===== src/cis_pkg.sv =====
// Shared types and constants for the catapult and intake sequencer.
package cis_pkg;

	// Timing constants, in milliseconds
	localparam int TICK_MS   = 10;
	localparam int SHOT_MS   = 150;
	localparam int SETTLE_MS = 100;

	localparam int QUEUE_DEPTH_DEF = 2;

	// Configuration register indexes and reset values
	localparam logic [1:0] CFG_MAX_SPEED   = 2'd0;
	localparam logic [1:0] CFG_INTAKE_GAIN = 2'd1;
	localparam logic [1:0] CFG_ROLLER_GAIN = 2'd2;

	localparam logic [9:0]  RESET_MAX_SPEED = 10'd200;
	localparam logic [15:0] RESET_GAIN      = 16'd256;

	// Fractions of top speed: n / 100 as (n * PCT_RECIP) >> PCT_SHIFT, exact below 2^17
	localparam int PRIME_PCT = 85;
	localparam int SHOOT_PCT = 80;
	localparam int PCT_RECIP = 167773;
	localparam int PCT_SHIFT = 24;

	localparam logic [9:0] RESET_PRIME_MAG = 10'(200 * PRIME_PCT / 100);
	localparam logic [9:0] RESET_SHOOT_MAG = 10'(200 * SHOOT_PCT / 100);

	localparam logic signed [15:0] SHOT_MV = -16'sd2400;

	typedef enum logic [3:0] {
		FN_TICK         = 4'd0,
		FN_HOLD         = 4'd1,
		FN_PRIME        = 4'd2,
		FN_SHOOT        = 4'd3,
		FN_CATA_DEG     = 4'd4,
		FN_ROLLER_DEG   = 4'd5,
		FN_ROLLER_TIME  = 4'd6,
		FN_INTAKE_TIME  = 4'd7,
		FN_INTAKE_SPEED = 4'd8,
		FN_ROLLER_SPEED = 4'd9,
		FN_STOP         = 4'd10,
		FN_BOOST        = 4'd11
	} func_t;

	typedef enum logic [2:0] {
		M_HOLD        = 3'd0,
		M_PRIME       = 3'd1,
		M_SHOOT       = 3'd2,
		M_CATA_DEG    = 3'd3,
		M_INTAKE_DEG  = 3'd4,
		M_INTAKE_TIME = 3'd5
	} mode_t;

	typedef enum logic [1:0] {
		PH_NORMAL = 2'd0,
		PH_SETTLE = 2'd1,
		PH_SHOT   = 2'd2
	} phase_t;

	typedef enum logic [1:0] {
		DRV_NONE = 2'd0,
		DRV_VEL  = 2'd1,
		DRV_VOLT = 2'd2
	} drive_t;

	typedef struct packed {
		logic [9:0]  max_speed;
		logic [15:0] intake_gain;
		logic [15:0] roller_gain;
	} cis_cfg_t;

	// One classified transaction as it sits in the queue
	typedef struct packed {
		func_t              op;
		logic               lim;
		logic signed [31:0] pos;
		logic signed [12:0] spd;
		logic signed [20:0] amt;
		logic signed [15:0] scaled;
	} cis_item_t;

	typedef struct packed {
		drive_t             drive_mode;
		logic signed [15:0] drive_value;
		logic               brake_coast;
		logic               valve_on;
		logic               tare_pulse;
		logic               primed;
		mode_t              mode_out;
	} cis_result_t;

endpackage


===== src/cis_front.sv =====
// Intake front end: decodes the function code and scales the speed argument.
module cis_front import cis_pkg::*; (
	input  logic               in_valid,
	output logic               in_ready,
	input  logic [3:0]         func,
	input  logic               limit_pressed,
	input  logic signed [31:0] position,
	input  logic signed [12:0] speed_arg,
	input  logic signed [20:0] amount_arg,
	input  cis_cfg_t           cfg,
	output logic               push_valid,
	input  logic               push_ready,
	output cis_item_t          push_data
);

	func_t              op;
	logic [15:0]        gain;
	logic signed [29:0] prod;
	logic [29:0]        pabs;
	logic [21:0]        mag;
	logic signed [15:0] scaled;

	assign op = func_t'(func);

	// Roller time and roller speed commands use the roller ratio, everything else the intake ratio
	always_comb begin
		case (op) inside
			FN_ROLLER_TIME, FN_ROLLER_SPEED: gain = cfg.roller_gain;
			default:                         gain = cfg.intake_gain;
		endcase
	end

	// speed * gain / 256, truncated toward zero, saturated to 16 bits
	always_comb begin
		prod = $signed({{17{speed_arg[12]}}, speed_arg}) * $signed({14'd0, gain});
		pabs = prod[29] ? 30'(-prod) : 30'(prod);
		mag  = pabs[29:8];
		if (prod[29]) begin
			scaled = (mag > 22'd32768) ? 16'sh8000 : 16'(22'd0 - mag);
		end else begin
			scaled = (mag > 22'd32767) ? 16'sh7FFF : $signed(mag[15:0]);
		end
	end

	assign push_valid       = in_valid;
	assign in_ready         = push_ready;
	assign push_data.op     = op;
	assign push_data.lim    = limit_pressed;
	assign push_data.pos    = position;
	assign push_data.spd    = speed_arg;
	assign push_data.amt    = amount_arg;
	assign push_data.scaled = scaled;

endmodule


===== src/cis_queue.sv =====
// Short transaction queue between front and back.
module cis_queue import cis_pkg::*; #(
	parameter int DEPTH = QUEUE_DEPTH_DEF
) (
	input  logic      clk,
	input  logic      arst_n,
	input  logic      push_valid,
	output logic      push_ready,
	input  cis_item_t push_data,
	output logic      pop_valid,
	input  logic      pop_ready,
	output cis_item_t pop_data
);

	localparam int PW = (DEPTH > 1) ? $clog2(DEPTH) : 1;
	localparam int CW = $clog2(DEPTH + 1);

	cis_item_t       entry_q [DEPTH];
	logic [PW-1:0]   wr_ptr_q;
	logic [PW-1:0]   rd_ptr_q;
	logic [CW-1:0]   count_q;
	logic            do_push;
	logic            do_pop;

	assign push_ready = (count_q != CW'(DEPTH));
	assign pop_valid  = (count_q != '0);
	assign do_push    = push_valid && push_ready;
	assign do_pop     = pop_valid && pop_ready;
	assign pop_data   = entry_q[rd_ptr_q];

	function automatic logic [PW-1:0] next_ptr(input logic [PW-1:0] p);
		return (p == PW'(DEPTH - 1)) ? '0 : PW'(p + 1'b1);
	endfunction

	always_ff @(posedge clk) begin
		if (do_push) begin
			entry_q[wr_ptr_q] <= push_data;
		end
	end

	always_ff @(posedge clk or negedge arst_n) begin
		if (!arst_n) begin
			wr_ptr_q <= '0;
			rd_ptr_q <= '0;
			count_q  <= '0;
		end else begin
			if (do_push) wr_ptr_q <= next_ptr(wr_ptr_q);
			if (do_pop)  rd_ptr_q <= next_ptr(rd_ptr_q);
			if (do_push && !do_pop)      count_q <= CW'(count_q + 1'b1);
			else if (do_pop && !do_push) count_q <= CW'(count_q - 1'b1);
		end
	end

endmodule


===== src/cis_back.sv =====
// Execution back end: mode sequencer state, per-transaction update and result register.
module cis_back import cis_pkg::*; (
	input  logic        clk,
	input  logic        arst_n,
	input  cis_cfg_t    cfg,
	input  logic        pop_valid,
	output logic        pop_ready,
	input  cis_item_t   item,
	output logic        out_valid,
	input  logic        out_ready,
	output cis_result_t result
);

	localparam int NW = 17;
	localparam int PRW = 35;

	mode_t              mode_q, mode_d;
	phase_t             phase_q, phase_d;
	logic [7:0]         phase_ms_q, phase_ms_d;
	logic               primed_q, primed_d;
	logic signed [15:0] intake_q, intake_d;
	logic signed [12:0] cata_q, cata_d;
	logic signed [20:0] target_q, target_d;
	logic signed [21:0] run_q, run_d;
	logic signed [20:0] boost_q, boost_d;
	logic               valve_q, valve_d;
	logic               coast_q, coast_d;

	logic [9:0]         prime_mag_q, shoot_mag_q;
	logic [NW-1:0]      n_prime, n_shoot;
	logic [PRW-1:0]     p_prime, p_shoot;

	logic               out_valid_q;
	cis_result_t        result_q, res;
	logic               take;

	logic [8:0]         phase_sum;
	logic [7:0]         bumped;
	logic [20:0]        bt_pos;
	logic               bt_ge_shot;
	logic [7:0]         valve_thresh;
	logic signed [31:0] target_ext;
	logic signed [15:0] prime_neg, shoot_neg;

	function automatic logic signed [15:0] mag16(input logic signed [15:0] v);
		if (v == 16'sh8000) return 16'sh7FFF;
		return v[15] ? -v : v;
	endfunction

	// Fraction-of-top-speed registers, refreshed every cycle from the config
	always_comb begin
		n_prime = NW'(cfg.max_speed) * NW'(PRIME_PCT);
		n_shoot = NW'(cfg.max_speed) * NW'(SHOOT_PCT);
		p_prime = PRW'(n_prime) * PRW'(PCT_RECIP);
		p_shoot = PRW'(n_shoot) * PRW'(PCT_RECIP);
	end

	always_ff @(posedge clk or negedge arst_n) begin
		if (!arst_n) begin
			prime_mag_q <= RESET_PRIME_MAG;
			shoot_mag_q <= RESET_SHOOT_MAG;
		end else begin
			prime_mag_q <= p_prime[PCT_SHIFT +: 10];
			shoot_mag_q <= p_shoot[PCT_SHIFT +: 10];
		end
	end

	assign take      = pop_valid && pop_ready;
	assign pop_ready = !out_valid_q || out_ready;

	// Helpers shared by the tick arms
	always_comb begin
		phase_sum    = {1'b0, phase_ms_q} + 9'(TICK_MS);
		bumped       = (phase_sum > 9'd255) ? 8'hFF : phase_sum[7:0];
		bt_pos       = boost_q[20] ? '0 : boost_q;
		bt_ge_shot   = (bt_pos >= 21'(SHOT_MS));
		valve_thresh = 8'(SHOT_MS) - bt_pos[7:0];
		target_ext   = {{11{target_q[20]}}, target_q};
		prime_neg    = 16'sd0 - $signed({6'd0, prime_mag_q});
		shoot_neg    = 16'sd0 - $signed({6'd0, shoot_mag_q});
	end

	// Next state and result for the transaction at the queue head
	always_comb begin
		mode_d     = mode_q;
		phase_d    = phase_q;
		phase_ms_d = phase_ms_q;
		primed_d   = primed_q;
		intake_d   = intake_q;
		cata_d     = cata_q;
		target_d   = target_q;
		run_d      = run_q;
		boost_d    = boost_q;
		valve_d    = valve_q;
		coast_d    = coast_q;
		res.drive_mode  = DRV_NONE;
		res.drive_value = '0;
		res.tare_pulse  = 1'b0;

		unique case (item.op) inside
			FN_TICK: begin
				unique case (mode_q)
					M_HOLD: begin
						res.drive_mode  = DRV_VEL;
						res.drive_value = mag16(intake_q);
					end
					M_PRIME: begin
						if (phase_q == PH_SETTLE) begin
							phase_ms_d = bumped;
							if (bumped >= 8'(SETTLE_MS)) begin
								coast_d    = 1'b1;
								mode_d     = M_HOLD;
								phase_d    = PH_NORMAL;
								phase_ms_d = '0;
							end
						end else begin
							res.drive_mode  = DRV_VEL;
							res.drive_value = prime_neg;
							if (item.lim) begin
								primed_d        = 1'b1;
								coast_d         = 1'b0;
								res.drive_value = '0;
								phase_d         = PH_SETTLE;
								phase_ms_d      = '0;
							end
						end
					end
					M_SHOOT: begin
						if (phase_q == PH_SHOT) begin
							phase_ms_d = bumped;
							if (!bt_ge_shot && bumped >= valve_thresh) valve_d = 1'b1;
							if (bumped >= 8'(SHOT_MS)) begin
								valve_d    = 1'b0;
								mode_d     = primed_q ? M_SHOOT : M_PRIME;
								phase_d    = PH_NORMAL;
								phase_ms_d = '0;
							end
						end else begin
							res.drive_mode = DRV_VEL;
							if (bt_ge_shot) begin
								valve_d         = 1'b1;
								res.drive_value = prime_neg;
							end else begin
								res.drive_value = shoot_neg;
							end
							primed_d = 1'b0;
							if (!item.lim) begin
								res.drive_mode  = DRV_VOLT;
								res.drive_value = SHOT_MV;
								phase_d         = PH_SHOT;
								phase_ms_d      = '0;
							end
						end
					end
					M_CATA_DEG: begin
						if (item.pos < target_ext) begin
							mode_d     = M_HOLD;
							phase_d    = PH_NORMAL;
							phase_ms_d = '0;
						end else begin
							res.drive_mode  = DRV_VEL;
							res.drive_value = -mag16({{3{cata_q[12]}}, cata_q});
						end
					end
					M_INTAKE_DEG: begin
						if (item.pos > target_ext) begin
							intake_d   = '0;
							mode_d     = M_HOLD;
							phase_d    = PH_NORMAL;
							phase_ms_d = '0;
						end else begin
							res.drive_mode  = DRV_VEL;
							res.drive_value = mag16(intake_q);
						end
					end
					M_INTAKE_TIME: begin
						if (!run_q[21] && run_q != '0) begin
							res.drive_mode  = DRV_VEL;
							res.drive_value = mag16(intake_q);
							run_d           = run_q - 22'(TICK_MS);
						end else begin
							intake_d   = '0;
							mode_d     = M_HOLD;
							phase_d    = PH_NORMAL;
							phase_ms_d = '0;
						end
					end
					default: ;
				endcase
			end
			FN_HOLD: begin
				mode_d     = M_HOLD;
				phase_d    = PH_NORMAL;
				phase_ms_d = '0;
			end
			FN_PRIME: begin
				if (!primed_q) begin
					mode_d     = M_PRIME;
					phase_d    = PH_NORMAL;
					phase_ms_d = '0;
				end
			end
			FN_SHOOT: begin
				boost_d    = item.amt;
				mode_d     = M_SHOOT;
				phase_d    = PH_NORMAL;
				phase_ms_d = '0;
			end
			FN_CATA_DEG: begin
				res.tare_pulse = 1'b1;
				cata_d         = item.spd;
				target_d       = item.amt;
				mode_d         = M_CATA_DEG;
				phase_d        = PH_NORMAL;
				phase_ms_d     = '0;
			end
			FN_ROLLER_DEG: begin
				res.tare_pulse = 1'b1;
				intake_d       = {{3{item.spd[12]}}, item.spd};
				target_d       = item.amt;
				mode_d         = M_INTAKE_DEG;
				phase_d        = PH_NORMAL;
				phase_ms_d     = '0;
			end
			FN_ROLLER_TIME, FN_INTAKE_TIME: begin
				intake_d   = item.scaled;
				run_d      = {item.amt[20], item.amt};
				mode_d     = M_INTAKE_TIME;
				phase_d    = PH_NORMAL;
				phase_ms_d = '0;
			end
			FN_INTAKE_SPEED, FN_ROLLER_SPEED: intake_d = item.scaled;
			FN_STOP:  intake_d = '0;
			FN_BOOST: valve_d  = (item.spd != '0);
			default: ;
		endcase

		res.brake_coast = coast_d;
		res.valve_on    = valve_d;
		res.primed      = primed_d;
		res.mode_out    = mode_d;
	end

	always_ff @(posedge clk or negedge arst_n) begin
		if (!arst_n) begin
			mode_q     <= M_HOLD;
			phase_q    <= PH_NORMAL;
			phase_ms_q <= '0;
			primed_q   <= 1'b0;
			intake_q   <= '0;
			cata_q     <= '0;
			target_q   <= '0;
			run_q      <= '0;
			boost_q    <= '0;
			valve_q    <= 1'b0;
			coast_q    <= 1'b0;
		end else if (take) begin
			mode_q     <= mode_d;
			phase_q    <= phase_d;
			phase_ms_q <= phase_ms_d;
			primed_q   <= primed_d;
			intake_q   <= intake_d;
			cata_q     <= cata_d;
			target_q   <= target_d;
			run_q      <= run_d;
			boost_q    <= boost_d;
			valve_q    <= valve_d;
			coast_q    <= coast_d;
		end
	end

	always_ff @(posedge clk or negedge arst_n) begin
		if (!arst_n) begin
			out_valid_q <= 1'b0;
		end else if (take) begin
			out_valid_q <= 1'b1;
		end else if (out_ready) begin
			out_valid_q <= 1'b0;
		end
	end

	always_ff @(posedge clk) begin
		if (take) result_q <= res;
	end

	assign out_valid = out_valid_q;
	assign result    = result_q;

endmodule


===== src/catapult_intake_sequencer_core.sv =====
// Top level of the catapult and intake sequencer: config registers, front, queue, back.
//
// Usage:
//  - Input channel (in_valid/in_ready) carries one transaction per 10 ms tick or command:
//    func, limit_pressed, position, speed_arg, amount_arg.
//  - Output channel (out_valid/out_ready) returns exactly one result per input transaction,
//    in order: drive_mode, drive_value, brake_coast, valve_on, tare_pulse, primed, mode_out.
//  - Config port: cfg_we with cfg_addr 0 max_speed, 1 intake_gain, 2 roller_gain, data on
//    cfg_wdata; addr 3 is ignored. Write only while no transaction is in flight.
//  - Path: an accepted transaction is registered in the queue, then, once the back end pops it, in the output register.
//  - Throughput: one transaction per cycle while the output is not stalled; the back-end state
//    update is combinational, so the sequencer state loop sets the rate.
//  - The front end decodes and applies the Q8.8 gain (one 13x16 multiply) on the way into
//    a QUEUE_DEPTH entry queue; the back end pops one entry per cycle into the result
//    register whenever that register is empty or being drained.
//  - Receiver stall: the result register holds, the queue fills, then in_ready drops.
//  - Reset: mode hold, all timers and flags clear, brake hold, config back to
//    max_speed 200 and both gains 256, queue empty.
module catapult_intake_sequencer_core import cis_pkg::*; #(
	parameter int QUEUE_DEPTH = QUEUE_DEPTH_DEF
) (
	input  logic               clk,
	input  logic               arst_n,
	input  logic               in_valid,
	output logic               in_ready,
	input  logic [3:0]         func,
	input  logic               limit_pressed,
	input  logic signed [31:0] position,
	input  logic signed [12:0] speed_arg,
	input  logic signed [20:0] amount_arg,
	output logic               out_valid,
	input  logic               out_ready,
	output logic [1:0]         drive_mode,
	output logic signed [15:0] drive_value,
	output logic               brake_coast,
	output logic               valve_on,
	output logic               tare_pulse,
	output logic               primed,
	output logic [2:0]         mode_out,
	input  logic               cfg_we,
	input  logic [1:0]         cfg_addr,
	input  logic [15:0]        cfg_wdata
);

	cis_cfg_t    cfg_q;
	logic        push_valid, push_ready;
	cis_item_t   push_data;
	logic        pop_valid, pop_ready;
	cis_item_t   pop_data;
	cis_result_t result;

	// Config registers; writes are registered, no read-back
	always_ff @(posedge clk or negedge arst_n) begin
		if (!arst_n) begin
			cfg_q.max_speed   <= RESET_MAX_SPEED;
			cfg_q.intake_gain <= RESET_GAIN;
			cfg_q.roller_gain <= RESET_GAIN;
		end else if (cfg_we) begin
			unique case (cfg_addr)
				CFG_MAX_SPEED:   cfg_q.max_speed   <= cfg_wdata[9:0];
				CFG_INTAKE_GAIN: cfg_q.intake_gain <= cfg_wdata;
				CFG_ROLLER_GAIN: cfg_q.roller_gain <= cfg_wdata;
				default: ;
			endcase
		end
	end

	cis_front u_front (
		.in_valid      (in_valid),
		.in_ready      (in_ready),
		.func          (func),
		.limit_pressed (limit_pressed),
		.position      (position),
		.speed_arg     (speed_arg),
		.amount_arg    (amount_arg),
		.cfg           (cfg_q),
		.push_valid    (push_valid),
		.push_ready    (push_ready),
		.push_data     (push_data)
	);

	cis_queue #(
		.DEPTH (QUEUE_DEPTH)
	) u_queue (
		.clk        (clk),
		.arst_n     (arst_n),
		.push_valid (push_valid),
		.push_ready (push_ready),
		.push_data  (push_data),
		.pop_valid  (pop_valid),
		.pop_ready  (pop_ready),
		.pop_data   (pop_data)
	);

	cis_back u_back (
		.clk       (clk),
		.arst_n    (arst_n),
		.cfg       (cfg_q),
		.pop_valid (pop_valid),
		.pop_ready (pop_ready),
		.item      (pop_data),
		.out_valid (out_valid),
		.out_ready (out_ready),
		.result    (result)
	);

	assign drive_mode  = result.drive_mode;
	assign drive_value = result.drive_value;
	assign brake_coast = result.brake_coast;
	assign valve_on    = result.valve_on;
	assign tare_pulse  = result.tare_pulse;
	assign primed      = result.primed;
	assign mode_out    = result.mode_out;

	// Tare only comes with a degree-limited move
	a_tare_mode: assert property (@(posedge clk) disable iff (!arst_n)
		out_valid && tare_pulse |-> mode_out == M_CATA_DEG || mode_out == M_INTAKE_DEG)
		else $error("tare pulse outside a degrees mode");

	// Voltage drive is only the shot run
	a_volt_shot: assert property (@(posedge clk) disable iff (!arst_n)
		out_valid && drive_mode == DRV_VOLT |-> drive_value == SHOT_MV && mode_out == M_SHOOT)
		else $error("voltage drive outside the shot");

	a_none_zero: assert property (@(posedge clk) disable iff (!arst_n)
		out_valid && drive_mode == DRV_NONE |-> drive_value == 16'sd0)
		else $error("drive value set without a drive command");

	// A transaction taken while the output is empty passes through the queue and the result register to the output
	a_latency: assert property (@(posedge clk) disable iff (!arst_n)
		in_valid && in_ready && !out_valid |-> ##2 out_valid)
		else $error("accepted transaction did not reach the output");

endmodule


===== config.mk =====
export PLATFORM = sky130hd
export DESIGN_NAME = catapult_intake_sequencer_core
export DESIGN_NICKNAME = d
export VERILOG_FILES = /design/src/cis_pkg.sv /design/src/cis_front.sv /design/src/cis_queue.sv /design/src/cis_back.sv /design/src/catapult_intake_sequencer_core.sv
export SDC_FILE = /design/constraint.sdc
export NUM_CORES = 2
export LEC_CHECK = 0
export ABC_AREA = 1
export BUFFER_PORTS_ARGS = -buffer_cell sky130_fd_sc_hd__buf_2
export CAP_MARGIN = 15
export CELL_PAD_IN_SITES_DETAIL_PLACEMENT = 0
export CELL_PAD_IN_SITES_GLOBAL_PLACEMENT = 1
export CORE_MARGIN = 4
export CORE_UTILIZATION = 25
export CTS_CLUSTER_SIZE = 14
export DETAILED_ROUTE_END_ITERATION = 7
export PLACE_DENSITY_LB_ADDON = 0.25
export SYNTH_ARGS = -nofsm -noshare
export SYNTH_HDL_FRONTEND = slang
export SYNTH_SLANG_ARGS = --single-unit

===== constraint.sdc =====
create_clock -name clk -period 29.7 [get_ports clk]
set_clock_uncertainty 0.1 [all_clocks]
set_input_delay 2.97 -clock clk [delete_from_list [all_inputs] [get_ports clk]]
set_output_delay 2.97 -clock clk [all_outputs]
set_load 0.01 [all_outputs]

==> reports/metrics.csv <==
stage,metric,value,unit
die,dieHeight,396,um
worst_setup_path,end_kind,flip-flop,
cts,cts_resized,0,
sta,max_freq,0.0919,GHz
cts,numCtsBuffers,48,
routing,wl,111000,um
worst_setup_path,startpoint,func[0],
synth,synth_mux_area_share,0.295,%
synth,synth-compound-area-share,7.88,%
die,die-area,157000,um2
cts,clk_latency,650,ps
job,max-cap-violations,0,
finish,area_growth,12.7,%
worst_setup_path,crit_top_cell,nand2_1,
sta,worstMarginPinSlew,1160,ps
synth,ys_seq_area_share,27.6,%
worst_setup_path,path_class,in2reg,
sta,maxSlewViolCount,0,
worst_setup_path,cp_max_fo,43,
sta,hold_violations,0,
cts,cts.root.buffer_cell,clkbuf_16,
routing,wl_per_cell,16.8,um
global_route,grt_pass1_vias,29300,
sta,rsz0062_at_grt,false,
cts,ctsHoldBuffers,0,
die,core_area,150000,um2
sta,hold_slack,377,ps
global_route,grt_antenna_before_repair,8,
placement,io_buffers,120,
global_route,grt_start_max_net_pins,76,
sta,setup_viol,0,
sta,max_slew_margin,22.0,%
die,rows,142,
placement,dp_hpwl,91000,um
finish,nFillCells,16300,
synth,synth-xor-area-share,2.60,%
synth,syn_area_per_cell,8.54,um2
worst_hold_path,worstHoldStart,u_queue.count_q[0],
die,pin_count,121,
cts,cts_buffer_depth,3,
routing,vias,28400,
routing,via_per_inst,4.30,
cts,cts_sinks,375,
worst_setup_path,crit_arrival,11180,ps
synth,ys_warn_count,0,
worst_setup_path,reg2reg_from,cfg_q[34],
cts,h-tree-depth,2,
synth,synth_seq_cells,375,
worst_hold_path,hp-class,reg2reg,
routing,drt_iter0_drc,1393,
cts,tritoncts,built,
placement,gp_routability_congestion,0.854,
synth,synth_edf_count,199,
synth,synth.distinct_cells,64,
synth,synth_ff_type,edfxtp_1,
global_route,grt_first_pass_wirelength,174000,um
global_route,overflow,0,
sta,fin_crit_sh,36.6,%
synth,synthCells,4419,
die,initial_utilization,25.2,%
cts,clk_pin_slew,60,ps
sta,tns,0,ps
synth,synth.net_count,5300,
synth,synth_top_family_by_area,adder cells,
routing,first_pass_iters,5,
routing,postRouteAntennaNets,0,
outcome,status,finished clean,
die,die_width,396,um
finish,fin_nets,5414,
cts,cts_setup_buffers,0,
global_route,grtUsageTotal,14.2,%
synth,syn_area,37700,um2
synth,synth_adder_area_share,33.2,%
worst_setup_path,worst_path_largest_cell_delay,1050,ps
finish,drive_gt1_share,8.20,%
routing,drc,0,
synth,synth-async-reset-ratio,46.9,%
synth,yosys.area_share.simple,18.4,%
worst_setup_path,required,30000,ps
worst_setup_path,crit_slowest_cell,o21ai_0,
sta,fin_crit,10880,ps
worst_setup_path,critPathLaunchType,input port,
[synthesized netlist by cell type (all sizes together), types with 2 or more instances]
| master | count | area [um2] |
|---|---|---|
| a221oi | 3 | 26.3 |
| o211ai | 30 | 225 |
| a41oi | 4 | 35.0 |
| or2 | 31 | 194 |
| dfrtp | 165 | 4130 |
| and2 | 2 | 12.5 |
| nor4 | 17 | 113 |
| edfxtp | 199 | 5980 |
| fa | 357 | 7150 |
| clkbuf | 62 | 234 |
| a31oi | 17 | 113 |
| o31ai | 5 | 37.5 |
| ha | 430 | 5380 |
| buf | 23 | 139 |
| nor3 | 54 | 285 |
| a21oi | 157 | 808 |
| nor3b | 2 | 15.0 |
| o221ai | 6 | 52.6 |
| o2111ai | 3 | 26.3 |
| xor2 | 81 | 709 |
| o21bai | 11 | 82.6 |
| xnor2 | 31 | 272 |
| a211oi | 7 | 52.6 |
| o41ai | 4 | 35.0 |
| mux2i | 10 | 100 |
| o21ai | 267 | 1340 |
| dfstp | 11 | 289 |
| inv | 909 | 3410 |
| nand3 | 149 | 871 |
| nand2 | 951 | 3690 |
| and3 | 2 | 12.5 |
| nand3b | 7 | 52.6 |
| nor2 | 333 | 1330 |
| nand4 | 57 | 357 |
| a21o | 3 | 22.5 |
| a21boi | 2 | 15.0 |
| o21a | 6 | 45.0 |
| a22oi | 4 | 30.0 |
[worst paths after layout]
kind | cells after the start | endpoint | slack [ps]
min in group asynchronous | 1 | u_back.boost_q[9] | 2310
max in group asynchronous | 2 | u_back.phase_q[0] | 25820
max | 37 | u_queue.entry_q[0][14] | 18820
max reg2reg | 41 | u_back.prime_mag_q[8] | 18860
min reg2reg | 1 | u_queue.count_q[0] | 380
min | 1 | u_queue.count_q[0] | 380
[cells by family after synthesis]
kind of cell             after synthesis
flip-flops                           375
AO/OA/AOI/OAI                        532
multiplexers                          11
XOR/XNOR                             112
AND/OR/NAND/NOR                     1607
buffers and inverters                995
adder cells (fa/ha/maj)              787
[registers in the layout, summed over array words and instances, names as in the netlist]
signal,cells
u_back.prime_mag_q,10
u_back.run_q,22
u_back.out_valid,1
u_back.cata_q,13
u_queue.entry_q,174
u_back.target_q,21
u_back.coast_q,1
u_back.phase_ms_q,8
cfg_q,42
u_back.phase_q,2
u_queue.wr_ptr_q,1
u_back.boost_q,21
u_back.mode_q,3
u_back.result,25
u_back.valve_q,1
u_queue.count_q,2
u_back.intake_q,16
u_back.primed_q,1
u_back.shoot_mag_q,10
u_queue.rd_ptr_q,1
[final cells by class]
class | count | area (um2) | area share [%]
diodes | 4 | 10.0 | 0.0235
clock buffers | 55 | 1260 | 2.96
clock inverters | 35 | 497 | 1.17
inverters | 910 | 3420 | 8.03
multi-input cells | 3049 | 23600 | 55.4
flip-flops and latches | 375 | 10400 | 24.5
well taps | 2016 | 2520 | 5.93
repair buffers | 149 | 846 | 1.99
[metrics by stage]
step           utilization, %  worst slack [ps]  cells  area, um2
5_1_grt                  28.3             17910   6589      42500
3_5_place_dp             27.1             18040   6495      40700
3_3_place_gp             27.1             18100   6495      40700
6_report                 28.4             18820   6593      42500
4_1_cts                  28.3             18760   6585      42500
2_1_floorplan               -             19590   4419      37700
[per-layer routing]
metal | track usage [%] | routed length (um)
met5 | 0 | 12
met4 | 2.76 | 2100
met3 | 2.39 | 4830
met2 | 22.8 | 50100
met1 | 20.2 | 53900
[worst max-delay path, delay by kind of cell]
family / cells / cell delay, ps
adders and majority gates: 8 / 3280
buffers and inverters: 6 / 780
AOI/OAI and AO/OA: 2 / 1270
and+or+nand+nor: 21 / 2850
[placed cells by master (no fill, tap or decap), types with 8 or more instances in the layout]
master	instances
xnor2_1	31
bufinv_16	9
ha_1	430
inv_2	8
nand4_1	57
o21ai_0	243
edfxtp_1	199
nand3_2	20
fa_1	357
nor2_2	11
a31oi_1	16
buf_2	119
or2_2	30
inv_1	901
xor2_1	81
a21oi_1	152
nor4_1	16
nor2_1	313
mux2i_1	10
nand2_1	911
o21bai_1	11
nor3_1	49
nand3_1	127
buf_4	25
dfstp_2	11
o21ai_1	24
clkbuf_16	48
nand2_2	36
o211ai_1	30
dfrtp_1	164
nor2_4	9
clkinv_1	8
Power is not shown: default switching activity piles up to over one toggle a cycle in this logic, so the estimate is an artifact.
